**src/ovl_pkg.sv**
```systemverilog
// ---------------------------------------------------------------------------
// ovl_pkg: shared definitions for the ordered value list
// Sizes, request and status codes, and the per-cell update mode.
// ---------------------------------------------------------------------------
package ovl_pkg;

    localparam int CAPACITY = 16;
    localparam int CNT_W    = $clog2(CAPACITY + 1);
    localparam int DATA_W   = 32;
    localparam int FUNC_W   = 3;
    localparam int STAT_W   = 2;
    localparam int COUNT_W  = 5;

    // Request codes; codes six and seven are no-ops.
    localparam logic [FUNC_W-1:0] FN_INS_FRONT = 3'd0;
    localparam logic [FUNC_W-1:0] FN_INS_BACK  = 3'd1;
    localparam logic [FUNC_W-1:0] FN_INS_AFTER = 3'd2;
    localparam logic [FUNC_W-1:0] FN_DEL_FRONT = 3'd3;
    localparam logic [FUNC_W-1:0] FN_DEL_BACK  = 3'd4;
    localparam logic [FUNC_W-1:0] FN_DEL_KEY   = 3'd5;
    localparam logic [FUNC_W-1:0] FN_NOP_A     = 3'd6;
    localparam logic [FUNC_W-1:0] FN_NOP_B     = 3'd7;

    typedef enum logic [STAT_W-1:0] {
        ST_OK    = 2'd0,
        ST_EMPTY = 2'd1,
        ST_NOKEY = 2'd2,
        ST_FULL  = 2'd3
    } t_status;

    // What a cell loads at the next edge.
    typedef enum logic [1:0] {
        CM_HOLD       = 2'd0,
        CM_LOAD_NEW   = 2'd1,
        CM_TAKE_LEFT  = 2'd2,
        CM_TAKE_RIGHT = 2'd3
    } t_cell_mode;

endpackage

```
**src/ovl_cell.sv**
```systemverilog
// ---------------------------------------------------------------------------
// ovl_cell: one entry of the ordered value list
// Holds one value, compares it against the search key and loads a new
// value, its left neighbor's or its right neighbor's as commanded.
// ---------------------------------------------------------------------------
module ovl_cell (
    input  logic                        i_clk,
    input  ovl_pkg::t_cell_mode         i_mode,
    input  logic [ovl_pkg::DATA_W-1:0]  i_value,
    input  logic [ovl_pkg::DATA_W-1:0]  i_left,
    input  logic [ovl_pkg::DATA_W-1:0]  i_right,
    input  logic [ovl_pkg::DATA_W-1:0]  i_key,
    output logic [ovl_pkg::DATA_W-1:0]  o_data,
    output logic [ovl_pkg::DATA_W-1:0]  o_next,
    output logic                        o_match
);
    import ovl_pkg::*;

    logic [DATA_W-1:0] r_data;
    logic [DATA_W-1:0] n_data;

    always_comb begin
        unique case (i_mode)
            CM_LOAD_NEW:   n_data = i_value;
            CM_TAKE_LEFT:  n_data = i_left;
            CM_TAKE_RIGHT: n_data = i_right;
            default:       n_data = r_data;
        endcase
    end

    always_ff @(posedge i_clk) begin
        r_data <= n_data;
    end

    assign o_data  = r_data;
    assign o_next  = n_data;
    assign o_match = (r_data == i_key);

endmodule

```
**src/ordered_value_list.sv**
```systemverilog
// ---------------------------------------------------------------------------
// ordered_value_list: bounded ordered list of signed 32-bit values
// A row of cells, front at cell zero, that inserts at the front, the back, or
// right after the first entry equal to a key, and deletes the front, the back or that entry.
// ---------------------------------------------------------------------------
//
//  Channel   Dir  tdata (low bit up)            tuser
//  s_axis    in   value[31:0], key[63:32]       func[2:0]
//  m_axis    out  front_value[31:0],            status[1:0]
//                 count[36:32], zero pad to 40
//
// For each request every cell compares its value with the key in parallel,
// a ripple chain along the row marks the cells behind the first match, and
// all cells load together at the accepting edge.
// The result sits in an output register; a new request is taken whenever
// that register is empty or being read in the same cycle, so one request a
// cycle is sustained while the consumer keeps up.
// Reset (synchronous, active low) empties the list and the output register.
// Cell contents are not reset; the entry count alone says which cells hold
// entries.
// ---------------------------------------------------------------------------
module ordered_value_list (
    input  logic        i_clk,
    input  logic        i_rst_n,
    input  logic        s_axis_tvalid,
    output logic        s_axis_tready,
    input  logic [63:0] s_axis_tdata,   // value[31:0], key[63:32]
    input  logic [2:0]  s_axis_tuser,   // func[2:0]
    output logic        m_axis_tvalid,
    input  logic        m_axis_tready,
    output logic [39:0] m_axis_tdata,   // front_value[31:0], count[36:32], pad
    output logic [1:0]  m_axis_tuser    // status[1:0]
);
    import ovl_pkg::*;

    // Handshake and request fields.
    logic              w_accept;
    logic [FUNC_W-1:0] w_func;
    logic [DATA_W-1:0] w_value;
    logic [DATA_W-1:0] w_key;

    // List bookkeeping.
    logic [CNT_W-1:0]  r_count;
    logic [CNT_W-1:0]  n_count;
    logic              w_full;
    logic              w_empty;
    logic              w_found;

    // Operation actually carried out this cycle (already qualified).
    logic w_do_ins_front;
    logic w_do_ins_back;
    logic w_do_ins_after;
    logic w_do_del_front;
    logic w_do_del_key;
    t_status w_status;

    // Row of cells.
    t_cell_mode        w_mode  [CAPACITY];
    logic [DATA_W-1:0] w_data  [CAPACITY];
    logic [DATA_W-1:0] w_next  [CAPACITY];
    logic              w_match [CAPACITY];
    logic              w_first [CAPACITY];
    // w_hit[i] is high when a valid entry in cells 0..i-1 equals the key.
    logic              w_hit   [CAPACITY+1];

    // Output register.
    logic              r_m_valid;
    t_status           r_status;
    logic [DATA_W-1:0] r_front;
    logic [CNT_W-1:0]  r_out_count;

    assign s_axis_tready = !r_m_valid || m_axis_tready;
    assign w_accept      = s_axis_tvalid && s_axis_tready;
    assign w_func        = s_axis_tuser;
    assign w_value       = s_axis_tdata[31:0];
    assign w_key         = s_axis_tdata[63:32];

    assign w_full  = (r_count >= CNT_W'(CAPACITY));
    assign w_empty = (r_count == '0);

    // First-match chain along the row.
    assign w_hit[0] = 1'b0;
    for (genvar g = 0; g < CAPACITY; g++) begin : g_chain
        logic w_valid;
        assign w_valid    = (r_count > CNT_W'(g));
        assign w_first[g] = w_valid && w_match[g] && !w_hit[g];
        assign w_hit[g+1] = w_hit[g] || (w_valid && w_match[g]);
    end
    assign w_found = w_hit[CAPACITY];

    // Request decode: decide status, new count and which operation runs.
    always_comb begin
        w_status       = ST_OK;
        n_count        = r_count;
        w_do_ins_front = 1'b0;
        w_do_ins_back  = 1'b0;
        w_do_ins_after = 1'b0;
        w_do_del_front = 1'b0;
        w_do_del_key   = 1'b0;
        unique case (w_func)
            FN_INS_FRONT, FN_INS_BACK, FN_INS_AFTER: begin
                if (w_full) begin
                    w_status = ST_FULL;
                end else if (w_func == FN_INS_FRONT) begin
                    w_do_ins_front = 1'b1;
                    n_count        = r_count + CNT_W'(1);
                end else if (w_func == FN_INS_BACK || w_empty) begin
                    // Insert-after on an empty list just stores the value.
                    w_do_ins_back = 1'b1;
                    n_count       = r_count + CNT_W'(1);
                end else if (!w_found) begin
                    w_status = ST_NOKEY;
                end else begin
                    w_do_ins_after = 1'b1;
                    n_count        = r_count + CNT_W'(1);
                end
            end
            FN_DEL_FRONT, FN_DEL_BACK, FN_DEL_KEY: begin
                if (w_empty) begin
                    w_status = ST_EMPTY;
                end else if (w_func == FN_DEL_FRONT) begin
                    w_do_del_front = 1'b1;
                    n_count        = r_count - CNT_W'(1);
                end else if (w_func == FN_DEL_BACK) begin
                    // The last entry simply falls outside the count.
                    n_count = r_count - CNT_W'(1);
                end else if (!w_found) begin
                    w_status = ST_NOKEY;
                end else begin
                    w_do_del_key = 1'b1;
                    n_count      = r_count - CNT_W'(1);
                end
            end
            default: begin
                w_status = ST_OK;
            end
        endcase
    end

    // Per-cell mode and the cells themselves.
    for (genvar g = 0; g < CAPACITY; g++) begin : g_cell
        logic [DATA_W-1:0] w_left;
        logic [DATA_W-1:0] w_right;
        logic              w_shift_r;  // cell takes left neighbor on insert after
        logic              w_load_r;   // cell sits right behind the first match
        logic              w_close;    // cell takes right neighbor on delete key

        if (g == 0) begin : g_head
            assign w_left    = w_data[g];
            assign w_shift_r = 1'b0;
            assign w_load_r  = 1'b0;
        end else begin : g_body
            assign w_left    = w_data[g-1];
            assign w_shift_r = w_hit[g-1];
            assign w_load_r  = w_first[g-1];
        end

        if (g == CAPACITY - 1) begin : g_tail
            assign w_right = w_data[g];
        end else begin : g_mid
            assign w_right = w_data[g+1];
        end

        assign w_close = w_hit[g+1];

        always_comb begin
            w_mode[g] = CM_HOLD;
            if (w_accept) begin
                priority if (w_do_ins_front) begin
                    w_mode[g] = (g == 0) ? CM_LOAD_NEW : CM_TAKE_LEFT;
                end else if (w_do_ins_back) begin
                    w_mode[g] = (r_count == CNT_W'(g)) ? CM_LOAD_NEW : CM_HOLD;
                end else if (w_do_ins_after) begin
                    if (w_load_r) begin
                        w_mode[g] = CM_LOAD_NEW;
                    end else if (w_shift_r) begin
                        w_mode[g] = CM_TAKE_LEFT;
                    end
                end else if (w_do_del_front) begin
                    w_mode[g] = CM_TAKE_RIGHT;
                end else if (w_do_del_key) begin
                    w_mode[g] = w_close ? CM_TAKE_RIGHT : CM_HOLD;
                end else begin
                    // Refused requests, delete back and no-ops leave cells alone.
                    w_mode[g] = CM_HOLD;
                end
            end
        end

        ovl_cell u_cell (
            .i_clk   (i_clk),
            .i_mode  (w_mode[g]),
            .i_value (w_value),
            .i_left  (w_left),
            .i_right (w_right),
            .i_key   (w_key),
            .o_data  (w_data[g]),
            .o_next  (w_next[g]),
            .o_match (w_match[g])
        );
    end

    // Count and output handshake.
    always_ff @(posedge i_clk) begin
        if (!i_rst_n) begin
            r_count   <= '0;
            r_m_valid <= 1'b0;
        end else begin
            if (w_accept) begin
                r_count   <= n_count;
                r_m_valid <= 1'b1;
            end else if (m_axis_tready) begin
                r_m_valid <= 1'b0;
            end
        end
    end

    // Result payload, taken from the cells' next values.
    always_ff @(posedge i_clk) begin
        if (w_accept) begin
            r_status    <= w_status;
            r_out_count <= n_count;
            r_front     <= (n_count != '0) ? w_next[0] : '0;
        end
    end

    assign m_axis_tvalid = r_m_valid;
    assign m_axis_tuser  = r_status;
    assign m_axis_tdata  = {3'b000, COUNT_W'(r_out_count), r_front};

endmodule
```
**config.mk**
```make
export PLATFORM = sky130hd
export DESIGN_NAME = ordered_value_list
export DESIGN_NICKNAME = d
export VERILOG_FILES = /design/src/ovl_pkg.sv /design/src/ovl_cell.sv /design/src/ordered_value_list.sv
export SDC_FILE = /design/constraint.sdc
export NUM_CORES = 2
export LEC_CHECK = 0
export BUFFER_PORTS_ARGS = -buffer_cell sky130_fd_sc_hd__buf_4
export CORE_MARGIN = 3
export CORE_UTILIZATION = 50
export CTS_CLUSTER_DIAMETER = 120
export CTS_CLUSTER_SIZE = 25
export DETAILED_ROUTE_END_ITERATION = 7
export PLACE_DENSITY_LB_ADDON = 0.05
export SLEW_MARGIN = 20
export SYNTH_ARGS = -nofsm -noshare
export SYNTH_HDL_FRONTEND = slang
export SYNTH_SLANG_ARGS = --single-unit
```
**constraint.sdc**
```tcl
create_clock -name i_clk -period 8.66 [get_ports i_clk]
set_input_delay 0.433 -clock i_clk [delete_from_list [all_inputs] [get_ports i_clk]]
set_output_delay 0.433 -clock i_clk [all_outputs]
set_load 0.005 [all_outputs]
```
==> results.cfg <==
[clock_tree]
root_buffer = clkbuf_16
clk_latency_ns = 0.66
cts_tree = yes
clkSlewWorstSetupHoldPaths_ns = 0.10
clk_path_buf_depth = 3
cts_buffers = 27
htree_levels = 1
cts.sinks = 557
cts_hold_buf = 0
post-cts-setup-buffers = 0
cts-resized-gates = 0

[global_route]
antenna_found_initial = 1
grt_usage_pct = 36.0
grt_pass1_vias = 25900
overflow = 0
grt_max_degree = 97
grt_pass1_wl_mm = 195

[power]
leakage_nw = 13.2
finalPower_mw = 6.29
p_per_area_mw_per_mm2 = 167
peakVddDrop_uv = 193

[cells_and_area]
fillers = 6263
num_antenna_cells = 0
drive_gt1_share_pct = 13.4
layout_common_cells = 519 x edfxtp_1, 385 x mux2i_1, 346 x nor2_1, 317 x a21oi_1, 290 x xor2_1
nets = 3358
fin_cells = 4242
layout_commonest_cell = edfxtp_1
syn_to_final_growth_pct = 5.50

[sta]
finClkSkew_ns = 0.0507
slew_headroom_pct = 20.1
maxSlewViolCount = 0
fin_setup_tns_ns = 0
max_clock_freq_mhz = 144
period_needed_ns = 6.95
worstMarginPinSlew_ns = 1.20
setup_viol_count_final = 0
rsz0062_at_grt = no
period_share_pct = 80.2
finalHoldViolations = 0

[floorplan]
die_h_microns = 274
chipWidth_microns = 274
coreArea_sq_mm = 0.0705
dieArea_sq_mm = 0.0748
num_io_pins = 115
initial_core_util_pct = 50.8
row_count = 97

[synth]
ys.flop_type = edfxtp_1
ys_ff_latch = 557
syn_avg_cell_area_sq_um = 10.6
syn_inst = 3371
ys.warnings.count = 0
seq_area_frac_synth_pct = 45.7
synth_cell_types = 84
synth_area_sq_mm = 0.0358
ys_async_sr_fraction_pct = 0
synth-edff-count = 519

[placed_design]
numPortBuffers = 111
hpwlAfterDp_mm = 107
place_inst = 4192
gp_congestion = 1.06

[critical_path]
cp_max_fo = 65
start_kind = register
rrSetupSlack_ns = 1.71
cp.arrival_ns = 7.21
cp-end-kind = register
worstPathRequired_ns = 8.92
r2r_start = r_count[1]
critPathKind = register to register
worst-r2r-cell-count = 13
timing.rr.end = g_cell[14].u_cell.o_data[2]

[detailed_routing]
highest_layer = met4
dr_wl_met3_mm = 16.4
wirelength_mm = 138
wl_per_cell_microns = 32.6
vias = 27500
drt_iter0_markers = 4175
antenna_left = 0
drt_first_pass_iters = 7
drt-met1-wl_mm = 60.0
met2_wirelength_mm = 59.5
drc_errors = 0
vias_per_cell = 6.48

[outcome]
outcome = complete, no violations

[min_path]
hp-class = input port to register
hold_depth = 3
min_from = s_axis_tvalid
hold_path_end = m_axis_tvalid

[job]
drv_cap = 0
==> sequential cells by signal (all words and copies together) (netlist names) <==
signal,flops
m_axis_tvalid,1
m_axis_tuser,2
g_cell.u_cell.o_data,512
r_front,32
r_out_count,5
r_count,5
==> routing by layer <==
layer | vias to the layer above | GRT usage, %
li1 | 12100 | -
met1 | 13700 | 53.6
met2 | 1596 | 53.1
met3 | 140 | 10.1
met4 | 0 | 5.35
met5 | - | 0
==> critical path, stage by stage (launching register included) <==
cell and delay, ns:
dfxtp_1 0.44, inv_1 0.25, ha_1 0.24, nor2b_1 0.94, a2111o_1 0.31, nor4_1 0.08
and3_1 0.20, nor4_2 0.72, nand2_1 0.59, o21ai_2 0.80, o21ai_0 0.29, a31oi_4 0.19
buf_4 0.57, nand2b_2 0.89
==> cells in the mapped netlist, types with 43 or more instances <==
cell | instances | area, sq um
buf_4 | 60 | 450
o21ai_0 | 86 | 430
xnor2_1 | 220 | 1930
nor3_1 | 43 | 215
nand2b_1 | 43 | 269
nor2_1 | 347 | 1300
nand2_1 | 153 | 574
nand4_1 | 74 | 463
mux2_2 | 159 | 1790
nor4_1 | 96 | 601
buf_2 | 86 | 430
mux2i_1 | 385 | 3850
a21oi_1 | 320 | 1600
xor2_1 | 290 | 2540
o21ai_1 | 48 | 240
clkbuf_1 | 107 | 402
edfxtp_1 | 519 | 15600
==> metrics by stage <==
| step | utilization, % | setup WS [ns] | hold slack, ns | cell area (sq um) |
|---|---|---|---|---|
| final | 53.6 | 1.71 | 0.0578 | 37800 |
| after global routing | 53.6 | 1.50 | 0.0749 | 37800 |
| after CTS | 53.6 | 1.86 | 0.0384 | 37800 |
| after detailed placement | 52.4 | 1.89 | 0.554 | 37000 |
| after global placement | 52.4 | 1.99 | 0.526 | 37000 |
| after floorplan | - | 2.89 | 0.523 | 35800 |
==> cells by family after synthesis <==
| kind of cell | count (synthesis) | share of synthesized area, % |
|---|---|---|
| buf+inv | 297 | 4.25 |
| other cells | 1 | 0.0105 |
| mux | 546 | 15.8 |
| xor+xnor | 510 | 12.5 |
| flops | 557 | 45.7 |
| compound gates | 590 | 9.80 |
| fa+ha+maj | 6 | 0.210 |
| simple gates | 864 | 11.8 |
==> worst max path at each step <==
stage	startpoint	to	cells past startpoint
after floorplan	r_count[1]	g_cell[12].u_cell.o_data[0]	14
after detailed placement	r_count[1]	g_cell[14].u_cell.o_data[27]	13
after CTS	r_count[1]	g_cell[14].u_cell.o_data[2]	13
after global routing	r_count[1]	g_cell[14].u_cell.o_data[2]	13
after global placement	r_count[1]	g_cell[14].u_cell.o_data[27]	13
final	r_count[1]	g_cell[14].u_cell.o_data[2]	13
==> power by group <==
group | switching [mW] | total, mW | internal, mW
clock | 0.947 | 1.55 | 0.607
combinational | 0.875 | 1.35 | 0.471
sequential | 0.204 | 3.39 | 3.19
==> layout make-up <==
| cell class | instances | area, sq um | area share (%) |
|---|---|---|---|
| Inverter | 13 | 48.8 | 0.129 |
| Clock inverter | 7 | 70.1 | 0.186 |
| Tap cell | 940 | 1180 | 3.11 |
| Clock buffer | 43 | 736 | 1.95 |
| Timing Repair Buffer | 163 | 1240 | 3.27 |
| Sequential cell | 557 | 16300 | 43.3 |
| Multi-Input combinational cell | 2519 | 18200 | 48.1 |
(Power assumes the default switching activity.)
